## config.mk

```make
export PLATFORM = sky130hd
export DESIGN_NAME = toy_8bit_register_machine_execute_core
export DESIGN_NICKNAME = d
export VERILOG_FILES = /design/src/hw/rtl/t8rm_pkg.sv /design/src/hw/rtl/t8rm_front.sv /design/src/hw/rtl/t8rm_muldiv.sv /design/src/hw/rtl/t8rm_back.sv /design/src/hw/rtl/toy_8bit_register_machine_execute_core.sv
export SDC_FILE = /design/constraint.sdc
export NUM_CORES = 2
export LEC_CHECK = 0
export BUFFER_PORTS_ARGS = -buffer_cell sky130_fd_sc_hd__buf_2
export CAP_MARGIN = 25
export CORE_AREA = 2 2 365 331
export CTS_BUF_LIST = sky130_fd_sc_hd__clkbuf_8 sky130_fd_sc_hd__clkbuf_16
export CTS_CLUSTER_DIAMETER = 30
export DETAILED_ROUTE_END_ITERATION = 10
export DIE_AREA = 0 0 367 333
export GPL_TIMING_DRIVEN = 0
export PLACE_DENSITY = 0.58
export SYNTH_ARGS = -nofsm -noshare
export SYNTH_HDL_FRONTEND = slang
export SYNTH_SLANG_ARGS = --single-unit
```

## constraint.sdc

```tcl
create_clock -name clk -period 8.6 [get_ports clk]
set_clock_uncertainty 0.2 [all_clocks]
set_input_delay 1.29 -clock clk [delete_from_list [all_inputs] [get_ports clk]]
set_output_delay 1.29 -clock clk [all_outputs]
set_load 0.05 [all_outputs]
```

## src/hw/rtl/t8rm_pkg.sv

```systemverilog
// shared types, opcodes and helpers for the register machine execute core
package t8rm_pkg;

    localparam int NUM_REGS_DEF  = 8;
    localparam int MEM_BYTES_DEF = 64;
    localparam int QUEUE_DEPTH   = 2;

    // opcodes
    localparam logic [3:0] OP_IN    = 4'd0;
    localparam logic [3:0] OP_OUT   = 4'd1;
    localparam logic [3:0] OP_MOV   = 4'd2;
    localparam logic [3:0] OP_ADD   = 4'd3;
    localparam logic [3:0] OP_SUB   = 4'd4;
    localparam logic [3:0] OP_MUL   = 4'd5;
    localparam logic [3:0] OP_DIV   = 4'd6;
    localparam logic [3:0] OP_ROL   = 4'd7;
    localparam logic [3:0] OP_ROR   = 4'd8;
    localparam logic [3:0] OP_SHL   = 4'd9;
    localparam logic [3:0] OP_SHR   = 4'd10;
    localparam logic [3:0] OP_LOAD  = 4'd11;
    localparam logic [3:0] OP_STORE = 4'd12;

    // operand modes
    localparam logic [1:0] MODE_REG = 2'd0;
    localparam logic [1:0] MODE_MEM = 2'd1;

    // error codes
    localparam logic [1:0] ERR_NONE = 2'd0;
    localparam logic [1:0] ERR_DIV0 = 2'd1;
    localparam logic [1:0] ERR_ADDR = 2'd2;

    // classified operation kinds
    typedef enum logic [3:0] {
        K_NOP   = 4'd0,
        K_IN    = 4'd1,
        K_OUT   = 4'd2,
        K_MOV   = 4'd3,
        K_ADD   = 4'd4,
        K_SUB   = 4'd5,
        K_MUL   = 4'd6,
        K_DIV   = 4'd7,
        K_ROT   = 4'd8,
        K_SHIFT = 4'd9,
        K_LOAD  = 4'd10
    } kind_t;

    // one operand: mode, register and literal
    typedef struct packed {
        logic [1:0] mode;
        logic [2:0] rg;
        logic [7:0] lit;
    } opnd_t;

    // classified instruction passed through the queue
    typedef struct packed {
        kind_t      kind;
        logic       right;     // ror or shr
        logic       wr_a;      // destination is operand a
        opnd_t      a;
        opnd_t      b;
        logic [7:0] in_value;
    } instr_t;

    // operand is read through a register: register mode, or memory through a register
    function automatic logic is_regish(input logic [1:0] mode);
        is_regish = (mode == MODE_REG) || (mode == MODE_MEM);
    endfunction

endpackage

```

## src/hw/rtl/t8rm_front.sv

```systemverilog
// front end: accepts instructions, classifies them and queues them
module t8rm_front (
    input  logic             clk,
    input  logic             rst_n,
    input  logic             in_valid,
    output logic             in_ready,
    input  logic [3:0]       opcode,
    input  t8rm_pkg::opnd_t  a_op,
    input  t8rm_pkg::opnd_t  b_op,
    input  logic [7:0]       in_value,
    output logic             q_valid,
    input  logic             q_ready,
    output t8rm_pkg::instr_t q_data
);

    localparam int DEPTH = t8rm_pkg::QUEUE_DEPTH;
    localparam int PW    = $clog2(DEPTH);

    t8rm_pkg::instr_t cls;
    t8rm_pkg::instr_t mem_reg [DEPTH];
    logic [PW-1:0]    wp_reg, wp_next, rp_reg, rp_next;
    logic [PW:0]      cnt_reg, cnt_next;
    logic             push, pop;

    // classify opcode
    always_comb
    begin
        cls.a        = a_op;
        cls.b        = b_op;
        cls.in_value = in_value;
        cls.right    = 1'b0;
        cls.wr_a     = 1'b0;
        case (opcode)
            t8rm_pkg::OP_IN:
            begin
                cls.kind = t8rm_pkg::K_IN;
                cls.wr_a = 1'b1;
            end
            t8rm_pkg::OP_OUT:   cls.kind = t8rm_pkg::K_OUT;
            t8rm_pkg::OP_MOV,
            t8rm_pkg::OP_STORE: cls.kind = t8rm_pkg::K_MOV;
            t8rm_pkg::OP_ADD:   cls.kind = t8rm_pkg::K_ADD;
            t8rm_pkg::OP_SUB:   cls.kind = t8rm_pkg::K_SUB;
            t8rm_pkg::OP_MUL:   cls.kind = t8rm_pkg::K_MUL;
            t8rm_pkg::OP_DIV:   cls.kind = t8rm_pkg::K_DIV;
            t8rm_pkg::OP_ROL,
            t8rm_pkg::OP_ROR:
            begin
                cls.kind  = t8rm_pkg::K_ROT;
                cls.right = (opcode == t8rm_pkg::OP_ROR);
                cls.wr_a  = 1'b1;
            end
            t8rm_pkg::OP_SHL,
            t8rm_pkg::OP_SHR:
            begin
                cls.kind  = t8rm_pkg::K_SHIFT;
                cls.right = (opcode == t8rm_pkg::OP_SHR);
                cls.wr_a  = 1'b1;
            end
            t8rm_pkg::OP_LOAD:
            begin
                cls.kind = t8rm_pkg::K_LOAD;
                cls.wr_a = 1'b1;
            end
            default:            cls.kind = t8rm_pkg::K_NOP;
        endcase
    end

    assign in_ready = (cnt_reg != (PW+1)'(DEPTH));
    assign q_valid  = (cnt_reg != '0);
    assign q_data   = mem_reg[rp_reg];
    assign push     = in_valid && in_ready;
    assign pop      = q_valid && q_ready;

    // queue pointers
    always_comb
    begin
        wp_next  = push ? ((wp_reg == PW'(DEPTH-1)) ? '0 : wp_reg + 1'b1) : wp_reg;
        rp_next  = pop ? ((rp_reg == PW'(DEPTH-1)) ? '0 : rp_reg + 1'b1) : rp_reg;
        cnt_next = cnt_reg + (PW+1)'(push) - (PW+1)'(pop);
    end

    always_ff @(posedge clk or negedge rst_n)
    begin
        if (!rst_n)
        begin
            wp_reg  <= '0;
            rp_reg  <= '0;
            cnt_reg <= '0;
        end
        else
        begin
            wp_reg  <= wp_next;
            rp_reg  <= rp_next;
            cnt_reg <= cnt_next;
        end
    end

    // queue storage
    always_ff @(posedge clk)
    begin
        if (push)
        begin
            mem_reg[wp_reg] <= cls;
        end
    end

endmodule

```

## src/hw/rtl/t8rm_muldiv.sv

```systemverilog
// iterative 8-bit shift-add multiplier and restoring divider
module t8rm_muldiv (
    input  logic        clk,
    input  logic        rst_n,
    input  logic        start,
    input  logic        is_div,
    input  logic [7:0]  x,       // multiplicand or divisor
    input  logic [7:0]  y,       // multiplier or dividend
    output logic        done,
    output logic [15:0] result
);

    logic [15:0] acc_reg, acc_next;
    logic [7:0]  x_reg, x_next, q_reg, q_next;
    logic [8:0]  rem_reg, rem_next, trial;
    logic [3:0]  cnt_reg, cnt_next;
    logic        busy_reg, busy_next, div_reg, div_next, done_reg, done_next;

    assign trial  = {rem_reg[7:0], q_reg[7]} - {1'b0, x_reg};
    assign done   = done_reg;
    assign result = div_reg ? {8'd0, q_reg} : acc_reg;

    // one bit per cycle
    always_comb
    begin
        acc_next  = acc_reg;
        x_next    = x_reg;
        q_next    = q_reg;
        rem_next  = rem_reg;
        cnt_next  = cnt_reg;
        busy_next = busy_reg;
        div_next  = div_reg;
        done_next = 1'b0;
        if (start)
        begin
            acc_next  = '0;
            x_next    = x;
            q_next    = y;
            rem_next  = '0;
            cnt_next  = '0;
            busy_next = 1'b1;
            div_next  = is_div;
        end
        else if (busy_reg)
        begin
            if (div_reg)
            begin
                if (!trial[8])
                begin
                    rem_next = trial;
                    q_next   = {q_reg[6:0], 1'b1};
                end
                else
                begin
                    rem_next = {rem_reg[7:0], q_reg[7]};
                    q_next   = {q_reg[6:0], 1'b0};
                end
            end
            else
            begin
                if (q_reg[cnt_reg[2:0]])
                begin
                    acc_next = acc_reg + ({8'd0, x_reg} << cnt_reg[2:0]);
                end
            end
            cnt_next = cnt_reg + 4'd1;
            if (cnt_reg == 4'd7)
            begin
                busy_next = 1'b0;
                done_next = 1'b1;
            end
        end
    end

    always_ff @(posedge clk or negedge rst_n)
    begin
        if (!rst_n)
        begin
            busy_reg <= 1'b0;
            done_reg <= 1'b0;
            cnt_reg  <= '0;
            div_reg  <= 1'b0;
        end
        else
        begin
            busy_reg <= busy_next;
            done_reg <= done_next;
            cnt_reg  <= cnt_next;
            div_reg  <= div_next;
        end
    end

    always_ff @(posedge clk)
    begin
        acc_reg <= acc_next;
        x_reg   <= x_next;
        q_reg   <= q_next;
        rem_reg <= rem_next;
    end

endmodule

```

## src/hw/rtl/t8rm_back.sv

```systemverilog
// back end: operand fetch, execute, write back and result register
module t8rm_back #(
    parameter int NUM_REGS  = t8rm_pkg::NUM_REGS_DEF,
    parameter int MEM_BYTES = t8rm_pkg::MEM_BYTES_DEF
) (
    input  logic             clk,
    input  logic             rst_n,
    input  logic             q_valid,
    output logic             q_ready,
    input  t8rm_pkg::instr_t q_data,
    output logic             res_valid,
    input  logic             res_ready,
    output logic [7:0]       res_value,
    output logic             res_out,
    output logic [1:0]       res_err,
    output logic             res_carry,
    output logic             res_zero
);

    localparam int MW = (MEM_BYTES > 1) ? $clog2(MEM_BYTES) : 1;
    localparam int RW = (NUM_REGS > 1) ? $clog2(NUM_REGS) : 1;

    typedef enum logic [5:0] {
        S_IDLE  = 6'b000001,
        S_ADDR  = 6'b000010,
        S_MEM   = 6'b000100,
        S_EXEC  = 6'b001000,
        S_WAIT  = 6'b010000,
        S_WB    = 6'b100000
    } state_t;

    state_t           state_reg, state_next;
    t8rm_pkg::instr_t ins_reg;
    logic [7:0]       regs_reg [NUM_REGS];
    logic [NUM_REGS-1:0] rvld_reg;
    logic [7:0]       mem_reg [MEM_BYTES];
    logic [MEM_BYTES-1:0] mvld_reg;
    logic [7:0]       ma_reg, mb_reg, x_reg, y_reg;
    logic             bad_reg;
    logic [15:0]      raw_reg;
    logic [7:0]       res8;
    logic             carry_reg, zero_reg;
    logic             ov_reg;
    logic [7:0]       ov_value_reg;
    logic             ov_out_reg;
    logic [1:0]       ov_err_reg;
    logic             md_start, md_done;
    logic [15:0]      md_result;
    logic [7:0]       ra, rb;
    logic             a_bad, b_bad;
    logic [7:0]       memx, memy;
    logic [7:0]       mb_addr;
    logic [7:0]       memx_rd_reg, memy_rd_reg;
    logic             amem, bmem;

    t8rm_muldiv u_muldiv (
        .clk    (clk),
        .rst_n  (rst_n),
        .start  (md_start),
        .is_div (ins_reg.kind == t8rm_pkg::K_DIV),
        .x      (x_reg),
        .y      (y_reg),
        .done   (md_done),
        .result (md_result)
    );

    assign q_ready   = (state_reg == S_IDLE);
    assign res_valid = ov_reg;
    assign res_value = ov_value_reg;
    assign res_out   = ov_out_reg;
    assign res_err   = ov_err_reg;
    assign res_carry = carry_reg;
    assign res_zero  = zero_reg;

    // register operand reads, unknown index flags a bad address
    always_comb
    begin
        a_bad = 32'(ins_reg.a.rg) >= NUM_REGS;
        b_bad = 32'(ins_reg.b.rg) >= NUM_REGS;
        ra = (a_bad || !rvld_reg[RW'(ins_reg.a.rg)]) ? 8'd0 : regs_reg[RW'(ins_reg.a.rg)];
        rb = (b_bad || !rvld_reg[RW'(ins_reg.b.rg)]) ? 8'd0 : regs_reg[RW'(ins_reg.b.rg)];
    end

    // second memory address: load by literal, otherwise a register value
    assign mb_addr = (ins_reg.kind == t8rm_pkg::K_LOAD &&
                      !t8rm_pkg::is_regish(ins_reg.b.mode)) ? ins_reg.b.lit : rb;

    // which operands come from memory
    always_comb
    begin
        amem = ins_reg.a.mode == t8rm_pkg::MODE_MEM && !a_bad &&
               ins_reg.kind != t8rm_pkg::K_IN && ins_reg.kind != t8rm_pkg::K_LOAD &&
               ins_reg.kind != t8rm_pkg::K_NOP;
        if (ins_reg.kind == t8rm_pkg::K_LOAD)
            bmem = !(t8rm_pkg::is_regish(ins_reg.b.mode) && b_bad);
        else
            bmem = ins_reg.b.mode == t8rm_pkg::MODE_MEM && !b_bad &&
                   ins_reg.kind != t8rm_pkg::K_IN && ins_reg.kind != t8rm_pkg::K_OUT &&
                   ins_reg.kind != t8rm_pkg::K_MOV && ins_reg.kind != t8rm_pkg::K_NOP;
    end

    // memory read port, registered
    always_ff @(posedge clk)
    begin
        if (state_reg == S_ADDR)
        begin
            memx_rd_reg <= mem_reg[MW'(ra)];
            memy_rd_reg <= mem_reg[MW'(mb_addr)];
        end
    end

    // operand values after memory stage
    always_comb
    begin
        memx = 8'd0;
        memy = 8'd0;
        if (32'(ma_reg) < MEM_BYTES && mvld_reg[MW'(ma_reg)])
        begin
            memx = memx_rd_reg;
        end
        if (32'(mb_reg) < MEM_BYTES && mvld_reg[MW'(mb_reg)])
        begin
            memy = memy_rd_reg;
        end
    end

    // 8-bit result: rotate and shift computed here, all other kinds taken from raw_reg
    always_comb
    begin
        logic [3:0] n;
        logic [15:0] t;
        n = 4'd0;
        t = 16'd0;
        res8 = 8'd0;
        case (ins_reg.kind)
            t8rm_pkg::K_ROT:
            begin
                n = {1'b0, ins_reg.right ? 3'(8 - y_reg[2:0]) : y_reg[2:0]};
                t = {x_reg, x_reg} << n;
                res8 = t[15:8];
            end
            t8rm_pkg::K_SHIFT:
            begin
                if (y_reg >= 8'd8)
                    res8 = 8'd0;
                else if (ins_reg.right)
                    res8 = x_reg >> y_reg[2:0];
                else
                    res8 = x_reg << y_reg[2:0];
            end
            default: res8 = raw_reg[7:0];
        endcase
    end

    assign md_start = (state_reg == S_EXEC) &&
        (ins_reg.kind == t8rm_pkg::K_MUL || ins_reg.kind == t8rm_pkg::K_DIV) &&
        (x_reg != 8'd0 || ins_reg.kind == t8rm_pkg::K_MUL);

    // control sequence
    always_comb
    begin
        state_next = state_reg;
        case (state_reg)
            S_IDLE: if (q_valid) state_next = S_ADDR;
            S_ADDR: state_next = S_MEM;
            S_MEM:  state_next = S_EXEC;
            S_EXEC: state_next = md_start ? S_WAIT : S_WB;
            S_WAIT: if (md_done) state_next = S_WB;
            S_WB:   if (!ov_reg || res_ready) state_next = S_IDLE;
            default: state_next = S_IDLE;
        endcase
    end

    always_ff @(posedge clk or negedge rst_n)
    begin
        if (!rst_n)
        begin
            state_reg <= S_IDLE;
            rvld_reg  <= '0;
            mvld_reg  <= '0;
            carry_reg <= 1'b0;
            zero_reg  <= 1'b0;
            ov_reg    <= 1'b0;
            bad_reg   <= 1'b0;
        end
        else
        begin
            state_reg <= state_next;
            if (ov_reg && res_ready && state_reg != S_WB)
                ov_reg <= 1'b0;
            case (state_reg)
                S_IDLE:
                begin
                    if (q_valid)
                    begin
                        ins_reg <= q_data;
                        bad_reg <= 1'b0;
                    end
                end
                // register reads and address forming
                S_ADDR:
                begin
                    ma_reg <= ra;
                    mb_reg <= mb_addr;
                    x_reg  <= t8rm_pkg::is_regish(ins_reg.a.mode) ? ra : ins_reg.a.lit;
                    y_reg  <= t8rm_pkg::is_regish(ins_reg.b.mode) ? rb : ins_reg.b.lit;
                    if (ins_reg.kind != t8rm_pkg::K_NOP &&
                        ((t8rm_pkg::is_regish(ins_reg.a.mode) && a_bad) ||
                         (t8rm_pkg::is_regish(ins_reg.b.mode) && b_bad &&
                          ins_reg.kind != t8rm_pkg::K_IN && ins_reg.kind != t8rm_pkg::K_OUT)))
                        bad_reg <= 1'b1;
                end
                // memory operand reads
                S_MEM:
                begin
                    if (amem)
                        x_reg <= memx;
                    if (ins_reg.kind == t8rm_pkg::K_LOAD)
                        y_reg <= bmem ? memy : 8'd0;
                    else if (bmem)
                        y_reg <= memy;
                    if ((amem && 32'(ma_reg) >= MEM_BYTES) ||
                        (bmem && 32'(mb_reg) >= MEM_BYTES))
                        bad_reg <= 1'b1;
                end
                // arithmetic and data move results; multiply and divide start the iterative unit
                S_EXEC:
                begin
                    case (ins_reg.kind)
                        t8rm_pkg::K_IN:   raw_reg <= {8'd0, ins_reg.in_value};
                        t8rm_pkg::K_ADD:  raw_reg <= 16'(x_reg) + 16'(y_reg);
                        t8rm_pkg::K_SUB:  raw_reg <= 16'(y_reg) - 16'(x_reg);
                        t8rm_pkg::K_MOV,
                        t8rm_pkg::K_OUT:  raw_reg <= {8'd0, x_reg};
                        t8rm_pkg::K_LOAD: raw_reg <= {8'd0, y_reg};
                        default:          raw_reg <= 16'd0;
                    endcase
                end
                S_WAIT:
                begin
                    if (md_done)
                        raw_reg <= md_result;
                end
                // write back, flags and result
                S_WB:
                begin
                    if (!ov_reg || res_ready)
                    begin
                        logic [7:0]   wa;
                        t8rm_pkg::opnd_t d;
                        logic         dbad, wr;
                        d = ins_reg.wr_a ? ins_reg.a : ins_reg.b;
                        wa = ins_reg.wr_a ? ma_reg : mb_reg;
                        wr = !(ins_reg.kind == t8rm_pkg::K_NOP ||
                               ins_reg.kind == t8rm_pkg::K_OUT);
                        dbad = 1'b0;
                        if (wr)
                        begin
                            if (t8rm_pkg::is_regish(d.mode))
                            begin
                                if (32'(d.rg) >= NUM_REGS)
                                    dbad = 1'b1;
                                else if (d.mode == t8rm_pkg::MODE_REG)
                                begin
                                    regs_reg[RW'(d.rg)] <= res8;
                                    rvld_reg[RW'(d.rg)] <= 1'b1;
                                end
                                else if (32'(wa) < MEM_BYTES)
                                begin
                                    mem_reg[MW'(wa)] <= res8;
                                    mvld_reg[MW'(wa)] <= 1'b1;
                                end
                                else
                                    dbad = 1'b1;
                            end
                            else if (32'(d.lit) < MEM_BYTES)
                            begin
                                mem_reg[MW'(d.lit)] <= res8;
                                mvld_reg[MW'(d.lit)] <= 1'b1;
                            end
                            else
                                dbad = 1'b1;
                        end
                        case (ins_reg.kind)
                            t8rm_pkg::K_ADD, t8rm_pkg::K_MUL, t8rm_pkg::K_DIV:
                            begin
                                if (raw_reg > 16'd255) carry_reg <= 1'b1;
                                else if (raw_reg == 16'd0) zero_reg <= 1'b1;
                            end
                            t8rm_pkg::K_SUB:
                            begin
                                if (raw_reg == 16'd0) zero_reg <= 1'b1;
                            end
                            t8rm_pkg::K_ROT, t8rm_pkg::K_SHIFT:
                            begin
                                if (res8 == 8'd0) zero_reg <= 1'b1;
                            end
                            default: ;
                        endcase
                        ov_reg       <= 1'b1;
                        ov_value_reg <= res8;
                        ov_out_reg   <= (ins_reg.kind == t8rm_pkg::K_OUT);
                        ov_err_reg   <= (bad_reg || dbad) ? t8rm_pkg::ERR_ADDR :
                                        (ins_reg.kind == t8rm_pkg::K_DIV && x_reg == 8'd0) ?
                                        t8rm_pkg::ERR_DIV0 : t8rm_pkg::ERR_NONE;
                    end
                end
                default: ;
            endcase
        end
    end

endmodule

```

## src/hw/rtl/toy_8bit_register_machine_execute_core.sv

```systemverilog
// Execute core of a toy 8-bit register machine. One decoded instruction is
// taken per request on s_axis and one result per instruction leaves on
// m_axis. Instructions run one at a time in the back end through address,
// memory read, execute and write back states; MUL and DIV (but not DIV by
// zero) also wait on the bit-serial multiply/divide unit, and write back
// waits while the result register still holds an untaken result. A two-entry
// queue lets the front end take the next instruction while the back end
// works, and a result register holds a result until taken.
module toy_8bit_register_machine_execute_core #(
    parameter int NUM_REGS  = t8rm_pkg::NUM_REGS_DEF,
    parameter int MEM_BYTES = t8rm_pkg::MEM_BYTES_DEF
) (
    input  logic        clk,
    input  logic        rst_n,
    input  logic        s_axis_tvalid,
    output logic        s_axis_tready,
    // opcode, a_mode, a_reg, a_literal, b_mode, b_reg, b_literal, in_value, pad
    input  logic [39:0] s_axis_tdata,
    output logic        m_axis_tvalid,
    input  logic        m_axis_tready,
    // out_value, out_valid, error_code, carry_out, zero_out, pad
    output logic [15:0] m_axis_tdata
);

    logic             q_valid, q_ready;
    t8rm_pkg::instr_t q_data;
    t8rm_pkg::opnd_t  a_op, b_op;
    logic [7:0]       rv;
    logic             ro, rc, rz;
    logic [1:0]       re;

    assign a_op = '{mode: s_axis_tdata[5:4], rg: s_axis_tdata[8:6], lit: s_axis_tdata[16:9]};
    assign b_op = '{mode: s_axis_tdata[18:17], rg: s_axis_tdata[21:19],
                    lit: s_axis_tdata[29:22]};

    t8rm_front u_front (
        .clk      (clk),
        .rst_n    (rst_n),
        .in_valid (s_axis_tvalid),
        .in_ready (s_axis_tready),
        .opcode   (s_axis_tdata[3:0]),
        .a_op     (a_op),
        .b_op     (b_op),
        .in_value (s_axis_tdata[37:30]),
        .q_valid  (q_valid),
        .q_ready  (q_ready),
        .q_data   (q_data)
    );

    t8rm_back #(
        .NUM_REGS  (NUM_REGS),
        .MEM_BYTES (MEM_BYTES)
    ) u_back (
        .clk       (clk),
        .rst_n     (rst_n),
        .q_valid   (q_valid),
        .q_ready   (q_ready),
        .q_data    (q_data),
        .res_valid (m_axis_tvalid),
        .res_ready (m_axis_tready),
        .res_value (rv),
        .res_out   (ro),
        .res_err   (re),
        .res_carry (rc),
        .res_zero  (rz)
    );

    assign m_axis_tdata = {3'd0, rz, rc, re, ro, rv};

`ifndef NO_ASSERTIONS
    // error code never takes the unused value
    a_err_range: assert property (@(posedge clk) disable iff (!rst_n)
        m_axis_tvalid |-> (m_axis_tdata[10:9] != 2'd3))
        else $error("bad error code");
    // sticky carry never falls
    a_carry_sticky: assert property (@(posedge clk) disable iff (!rst_n)
        $past(rc) |-> rc)
        else $error("carry cleared");
    // sticky zero never falls
    a_zero_sticky: assert property (@(posedge clk) disable iff (!rst_n)
        $past(rz) |-> rz)
        else $error("zero cleared");
`endif

endmodule

```

* Yosys cells after proc, flatten, opt, wreduce, memory -nomap -nowiden
Memories as Yosys holds them, arrays and structs flattened. A register that Yosys moved wholly into a read port is not among the register bits. Index checks and enable logic that the tools add are counted.
Word-level totals: output and inout port bits 18, bits of input ports 44, word-level logic and storage cells 301, memories kept 3, memory bits (writable) 656, flip-flop bits (word level) 192
Memory list:
- u_back.mem_reg | depth 64, bits a word 8, rd ports 2, clocked after Yosys merged registers in 2, write ports 1, line t8rm_back.sv:36 | logic [7:0] mem_reg [MEM_BYTES];
- u_front.mem_reg | depth 2, bits a word 40, rd ports 1, clocked after Yosys merged registers in 1, write ports 1, line t8rm_front.sv:20 | t8rm_pkg::instr_t mem_reg [DEPTH];
- u_back.regs_reg | depth 8, bits a word 8, rd ports 2, clocked after Yosys merged registers in 0, write ports 1, line t8rm_back.sv:34 | logic [7:0] regs_reg [NUM_REGS];
Cells by class: $lt $le $gt $ge 19, equal/unequal tests 48, shifts and indexed selects 4, reduce and logical (&&, ||, !) cells 77, add/sub/neg operators 10, bitwise operators 5, multiplexer cells 109
Operator list (number):
- $mux 64 | 4
- $mux 8 | 19
- $or 64x64->64 | 2
- $pmux 16 s5 | 1
- $mux 1 | 57
- $pmux 8 s2 | 3
- $pmux 4 s10 | 1
- $eq 4x3->1 const B | 9
- $pmux 6 s6 | 1
- $eq 4x4->1 const B | 8
- $lt 8x7->1 const B | 4
- $mux 16 | 2
- $pmux 16 s2 | 1
- $mux 6 | 5
- $lt 6x7->1 const B | 4
- $logic_and 1x1->1 | 25
- $reduce_and 3->1 | 8
- $add 16x16->16 | 1
- $eq 4x2->1 const B | 4
- $ge 8x7->1 const B | 2
- $gt 16x8->1 const B | 1
- $logic_not 16->1 | 1
- $logic_not 8->1 | 2
- $lt 3x4->1 const B | 4
- other kinds (57) | 103

* Longest topological paths before layout
word-level depth 11, depth in mapped cells 17, mapped depth without buffers 15

* Hierarchy
A second synthesis with hierarchy kept.
Second synthesis, totals: cells, all modules 3920, area total of the unflattened synthesis 46424.5 µm²
By module, submodules not included:
- t8rm_back | cells each 3380, instances 1, seq. area each 22923.2 µm², area an instance 39740.6 µm²
- t8rm_muldiv | cells each 368, instances 1, seq. area each 1136.1 µm², area an instance 3408.3 µm²
- t8rm_front | cells each 165, instances 1, seq. area each 2502.4 µm², area an instance 3226.8 µm²
- toy_8bit_register_machine_execute_core | cells each 7, instances 1, seq. area each 0.0 µm², area an instance 48.8 µm²

* Worst setup path after synthesis
OpenSTA, ideal clock, no wires.
path kind reg2reg, start reg u_back.y_reg[0], end mem u_back.mem_reg[0][4], data pin, buffers on the path 2, arrival 5.034 ns, cell stages (with the launch flop) 10, setup slack 2.562 ns, library setup time 0.803 ns, required time 7.597 ns, clock period less this slack 6.038 ns, path through edfxtp_1 -> clkbuf_1 -> clkinv_1 -> ha_1 -> nand2_1 -> o21a_1 -> clkbuf_1 -> mux4_2 -> mux2i_1 -> o31ai_1
Between the ends: longest elaborated chain between the ends 5, elaborated cells on any way between the ends 10, classes of those cells add/sub: 1; order compare: 1; shift: 3; mux: 5
RTL lines:
- start, declared | line t8rm_back.sv:38 | logic [7:0] ma_reg, mb_reg, x_reg, y_reg;
- start signal, assigned | line t8rm_back.sv:206 | y_reg <= t8rm_pkg::is_regish(ins_reg.b.mode) ? rb : ins_reg.b.lit;
- start signal, assigned | line t8rm_back.sv:219 | y_reg <= bmem ? memy : 8'd0;
- start signal, assigned | line t8rm_back.sv:221 | y_reg <= memy;
- $sub 1x3->3, or another cell as far along | line t8rm_back.sv:138 | n = {1'b0, ins_reg.right ? 3'(8 - y_reg[2:0]) : y_reg[2:0]};
- $mux 3 or $mux 8 (tied branches) | line t8rm_back.sv:138, t8rm_back.sv:146
- $shl 16x3->16 or $mux 8 (tied branches) | line t8rm_back.sv:139, t8rm_back.sv:144
- $pmux 8 s2 * | line t8rm_back.sv:135 | case (ins_reg.kind)
- named net u_back.res8[4] | line t8rm_back.sv:41 | logic [7:0] res8;
- $mux 8 (no source line) *
- end, declared | line t8rm_back.sv:36
Mark *: on every way through the listed nets, which the timed path passes. The rest lies on a longest branch.

* Worst setup path in the final report
start reg u_back.ins_reg[31] in the netlist's numbering, end reg u_back.memx_rd_reg[1] (read register of u_back.mem_reg), data pin
Between the ends: longest elaborated chain between the ends 3, elaborated cells on any way between the ends 4, classes of those cells mux: 3; memory: 1
RTL lines:
- start, declared | line t8rm_back.sv:33 | t8rm_pkg::instr_t ins_reg;
- start signal, assigned | line t8rm_back.sv:196 | ins_reg <= q_data;
- $bmux 1 s3 | line t8rm_back.sv:80 | ra = (a_bad || !rvld_reg[RW'(ins_reg.a.rg)]) ? 8'd0 : regs_reg[RW'(ins_reg.a.rg)];
- $mux 1 (implied by the code) | line t8rm_back.sv:80
- $mux 8 * | line t8rm_back.sv:80
- end, declared | line t8rm_back.sv:53 | logic [7:0] memx_rd_reg, memy_rd_reg;
Every way passes the cells marked *; elsewhere a longest branch is shown, timed or not. The select of a mux whose other input is x is not followed. A chain may end at the register's enable or synchronous reset.

==> results by group <==
Status
  – Outcome: complete, no violations

Critical path
  – R2r endpoint: u_back.memx_rd_reg[1]$_DFFE_PN_
  – CP Data Arrival Time: about 6.4 ns
  – Critical Path RT: 8.92 ns
  – Crit. End Element: register
  – Reg2Reg Setup Slack: between 2 and 3 ns
  – CP max stage cell: clkbuf_1
  – CP Cell Sequence: clkbuf_1 > clkbuf_1 > mux4_2 > mux2i_1 > buf_2 > buf_2 > clkbuf_1 > o221ai_1 > a311oi_1 > nor3_1 > o31ai_1
  – Worst Path Max Fanout: 11
  – Critical path class: reg -> reg
  – WP buf/inv: 5
  – Worst r2r path cells: 11
  – Worst setup SP type: register
  – CP max stage delay: between 0.9 and 1 ns
  – Crit-path leading delay family: buffers and inverters
  – Reg-to-Reg Start: u_back.ins_reg[31]$_DFFE_PP_
  – Most frequent CP cell: clkbuf_1

Cells and area
  – Final net count: around 4200
  – Filler cells: between 10000 and 15000
  – Area grow syn2layout: 22.0%
  – Ratio of cells with drive above 1 in the final layout: 17.9%
  – Number of flip-flops in the largest register: 512
  – Post-layout util: between 40% and 50%

Clock network
  – Num CTS Buffers: 202
  – Post-CTS Repair Setup Buffers: 0
  – H-tree depth: 4
  – Clk Latency, worst-skew pair: 0.83 ns
  – CTS tree: built
  – Clk sinks: 904
  – Clk root buf: clkbuf_16
  – Register clock-pin slew on the reported worst setup and hold paths: 0.05 ns
  – PostCTS Resize Cnt: 0
  – Clk buf depth: 3
  – Hold_buf cts: 0

STA
  – Worst Hold Slack: 0.261 ns
  – Period utilization: a little over two thirds
  – Final Critical Period: 6.03 ns
  – Fin Setup TNS: 0 ns
  – F_max: 166 MHz
  – Slew @ Worst Pin: 1.25 ns
  – Worst slew margin: 16.8%
  – Setup violators final: 0
  – Max Transition Viols Final: 0
  – Final Hold Fails: 0
  – Final worst-path setup slack: between 2 and 3 ns
  – RSZ-0062 raised after global routing: false

Logic synthesis
  – Synth Cell Area: 45900 sq um
  – Post-synth top cells: edfxtp_1, nand2_1, mux2i_1
  – Synth Instances: 3832
  – Dominant synthesized flop cell: edfxtp_1
  – #FFs+latches synth: roughly 900
  – Post-synth cell types: 86
  – Largest area contributor in the netlist: edfxtp_1
  – Post-synthesis async set-or-reset flop share: between 10% and 20%
  – EDFF count, synth: 787
  – Register area share after synthesis: 57.7%
  – Synth warn: 0
  – Syn_area_per_cell: 12.0 sq um
  – Top post-synthesis cells by area: edfxtp_1, nand2_1, mux2i_1
  – Most numerous cell in the Yosys netlist: edfxtp_1
  – Post-synth top area share: 51.5%

Floorplanning
  – Die Span X: 367 um
  – Die area: 122000 sq um
  – Core area: 118000 sq um
  – Die height: between 300 and 400 um
  – IO Count: 62
  – Initial Util: approximately two fifths
  – Rows: 120

Detailed routing
  – DR vias: 37127
  – DRC violations left: 0
  – Vias per cell: 6.29
  – Final ANT Viol Nets: 0
  – Routed WL: between 150000 and 200000 um
  – Drt first pass iters: 6
  – Detailed Route Iter0 Violations: approximately 6100
  – WL per Instance: 30.7 um

Global routing
  – Initial antenna violation count: 2
  – First-pass GRT wire length: 253000 um
  – Total GRT Usage: 28.9%
  – Vias in the first global route: about 35000
  – Largest net degree at the start of global routing: 74
  – Gr ovfl total: 0

Place
  – Pre-CTS setup slack: 2.79 ns
  – Hpwl dp: 128000 um
  – Final Wtd Congestion: about 1.1
  – # port buffers: 54

Pwr
  – Cell Pwr Density: 288 nW/um^2
  – Pleak: just over 0.02 uW
  – Max IR drop VDD: 0.183 mV

Run
  – Max cap viols: 0

Hold path
  – Hold/Removal Path Class: in -> async
-- cells in the final DEF (no fill, tap or decap), types with 30 or more instances in the layout --
master,instances
a21o_1,82
buf_4,36
and3_1,110
o21ai_0,118
ha_1,44
mux2i_1,237
o211ai_1,39
nor3_1,59
a21oi_1,73
nor2_1,217
o221ai_1,125
nand3_1,88
a311oi_1,73
inv_1,71
edfxtp_1,787
nand2_1,667
mux2_2,96
o22ai_1,115
clkinv_2,30
buf_2,136
clkbuf_16,205
mux4_2,81
o32ai_1,38
dfrtp_1,92
clkbuf_1,124
-- worst max-delay path by stage --
stage | to | depth (start not counted) | start | slack, ns
3_3_place_gp | u_back.mem_reg[48][4]$_DFFE_PP_ | 9 | u_back.y_reg[0]$_DFFE_PP_ | -2.90
3_5_place_dp | u_back.mem_reg[19][3]$_DFFE_PP_ | 9 | rst_n | 2.79
4_1_cts | u_back.memx_rd_reg[1]$_DFFE_PN_ | 11 | u_back.ins_reg[31]$_DFFE_PP_ | 2.89
5_1_grt | u_back.memx_rd_reg[1]$_DFFE_PN_ | 11 | u_back.ins_reg[31]$_DFFE_PP_ | 2.73
6_report | u_back.memx_rd_reg[1]$_DFFE_PN_ | 11 | u_back.ins_reg[31]$_DFFE_PP_ | 2.57
2_1_floorplan | u_back.mem_reg[0][4]$_DFFE_PP_ | 9 | u_back.y_reg[0]$_DFFE_PP_ | 2.56
-- worst register-to-register path, stage by stage, from the launching register on --
cell	delay, ns
edfxtp_1	0.31
clkbuf_1	0.26
clkbuf_1	0.56
mux4_2	0.41
mux2i_1	0.40
buf_2	0.36
buf_2	0.53
clkbuf_1	0.95
o221ai_1	0.40
a311oi_1	0.84
nor3_1	0.25
o31ai_1	0.26
-- metal layers --
metal	part of all wire [%]	global-route usage, %	vias to the layer above	wire length (um)
met5	0.082	0.863	-	148
met4	4.5	12.8	4	8160
met3	13	9.32	461	23300
met2	42	40.8	2637	75700
met1	41	40.2	18497	73900
li1	-	-	15528	-
-- power breakdown --
group,switching (uW),leakage (uW),internal [uW],total [uW]
Combinational,1860,0.00837,948,2810
Sequential,182,0.00861,5210,5400
Clock,2690,0.00343,5190,7890
Total,4730,0.0204,11400,16100
-- final cells by class --
type	instances	area (sq um)	area share [%]
antenna	3	7.51	0.0134
buffer	261	1270	2.27
clock buffer	208	5160	9.22
clock inverter	170	1890	3.38
inverter	62	233	0.416
multi-input combinational	2607	18000	32.2
sequential	904	26400	47.3
tap	1586	1980	3.55
timing repair buffer	105	951	1.70
-- kinds of logic after synthesis --
kind of cell             count (synthesis)  share of synthesized area, %
AND/OR/NAND/NOR                       1285                          12.5
flip-flops                             904                          57.7
AO/OA/AOI/OAI                          823                          13.0
multiplexers                           418                          11.6
XOR/XNOR                                30                         0.573
adder cells (fa/ha/maj)                 48                          1.38
other                                    1                       0.00818
buffers and inverters                  323                          3.27
-- per-stage QoR --
step / instance area, sq um / cells / total power [uW]
2_1_floorplan: 45900 / 3834 / 7170
3_3_place_gp: 48100 / 5474 / 8110
3_5_place_dp: 48700 / 5505 / 8180
4_1_cts: 55800 / 5883 / 16000
5_1_grt: 55900 / 5903 / 16600
6_report: 56000 / 5906 / 16100
Power figures use the tool's default switching activity.
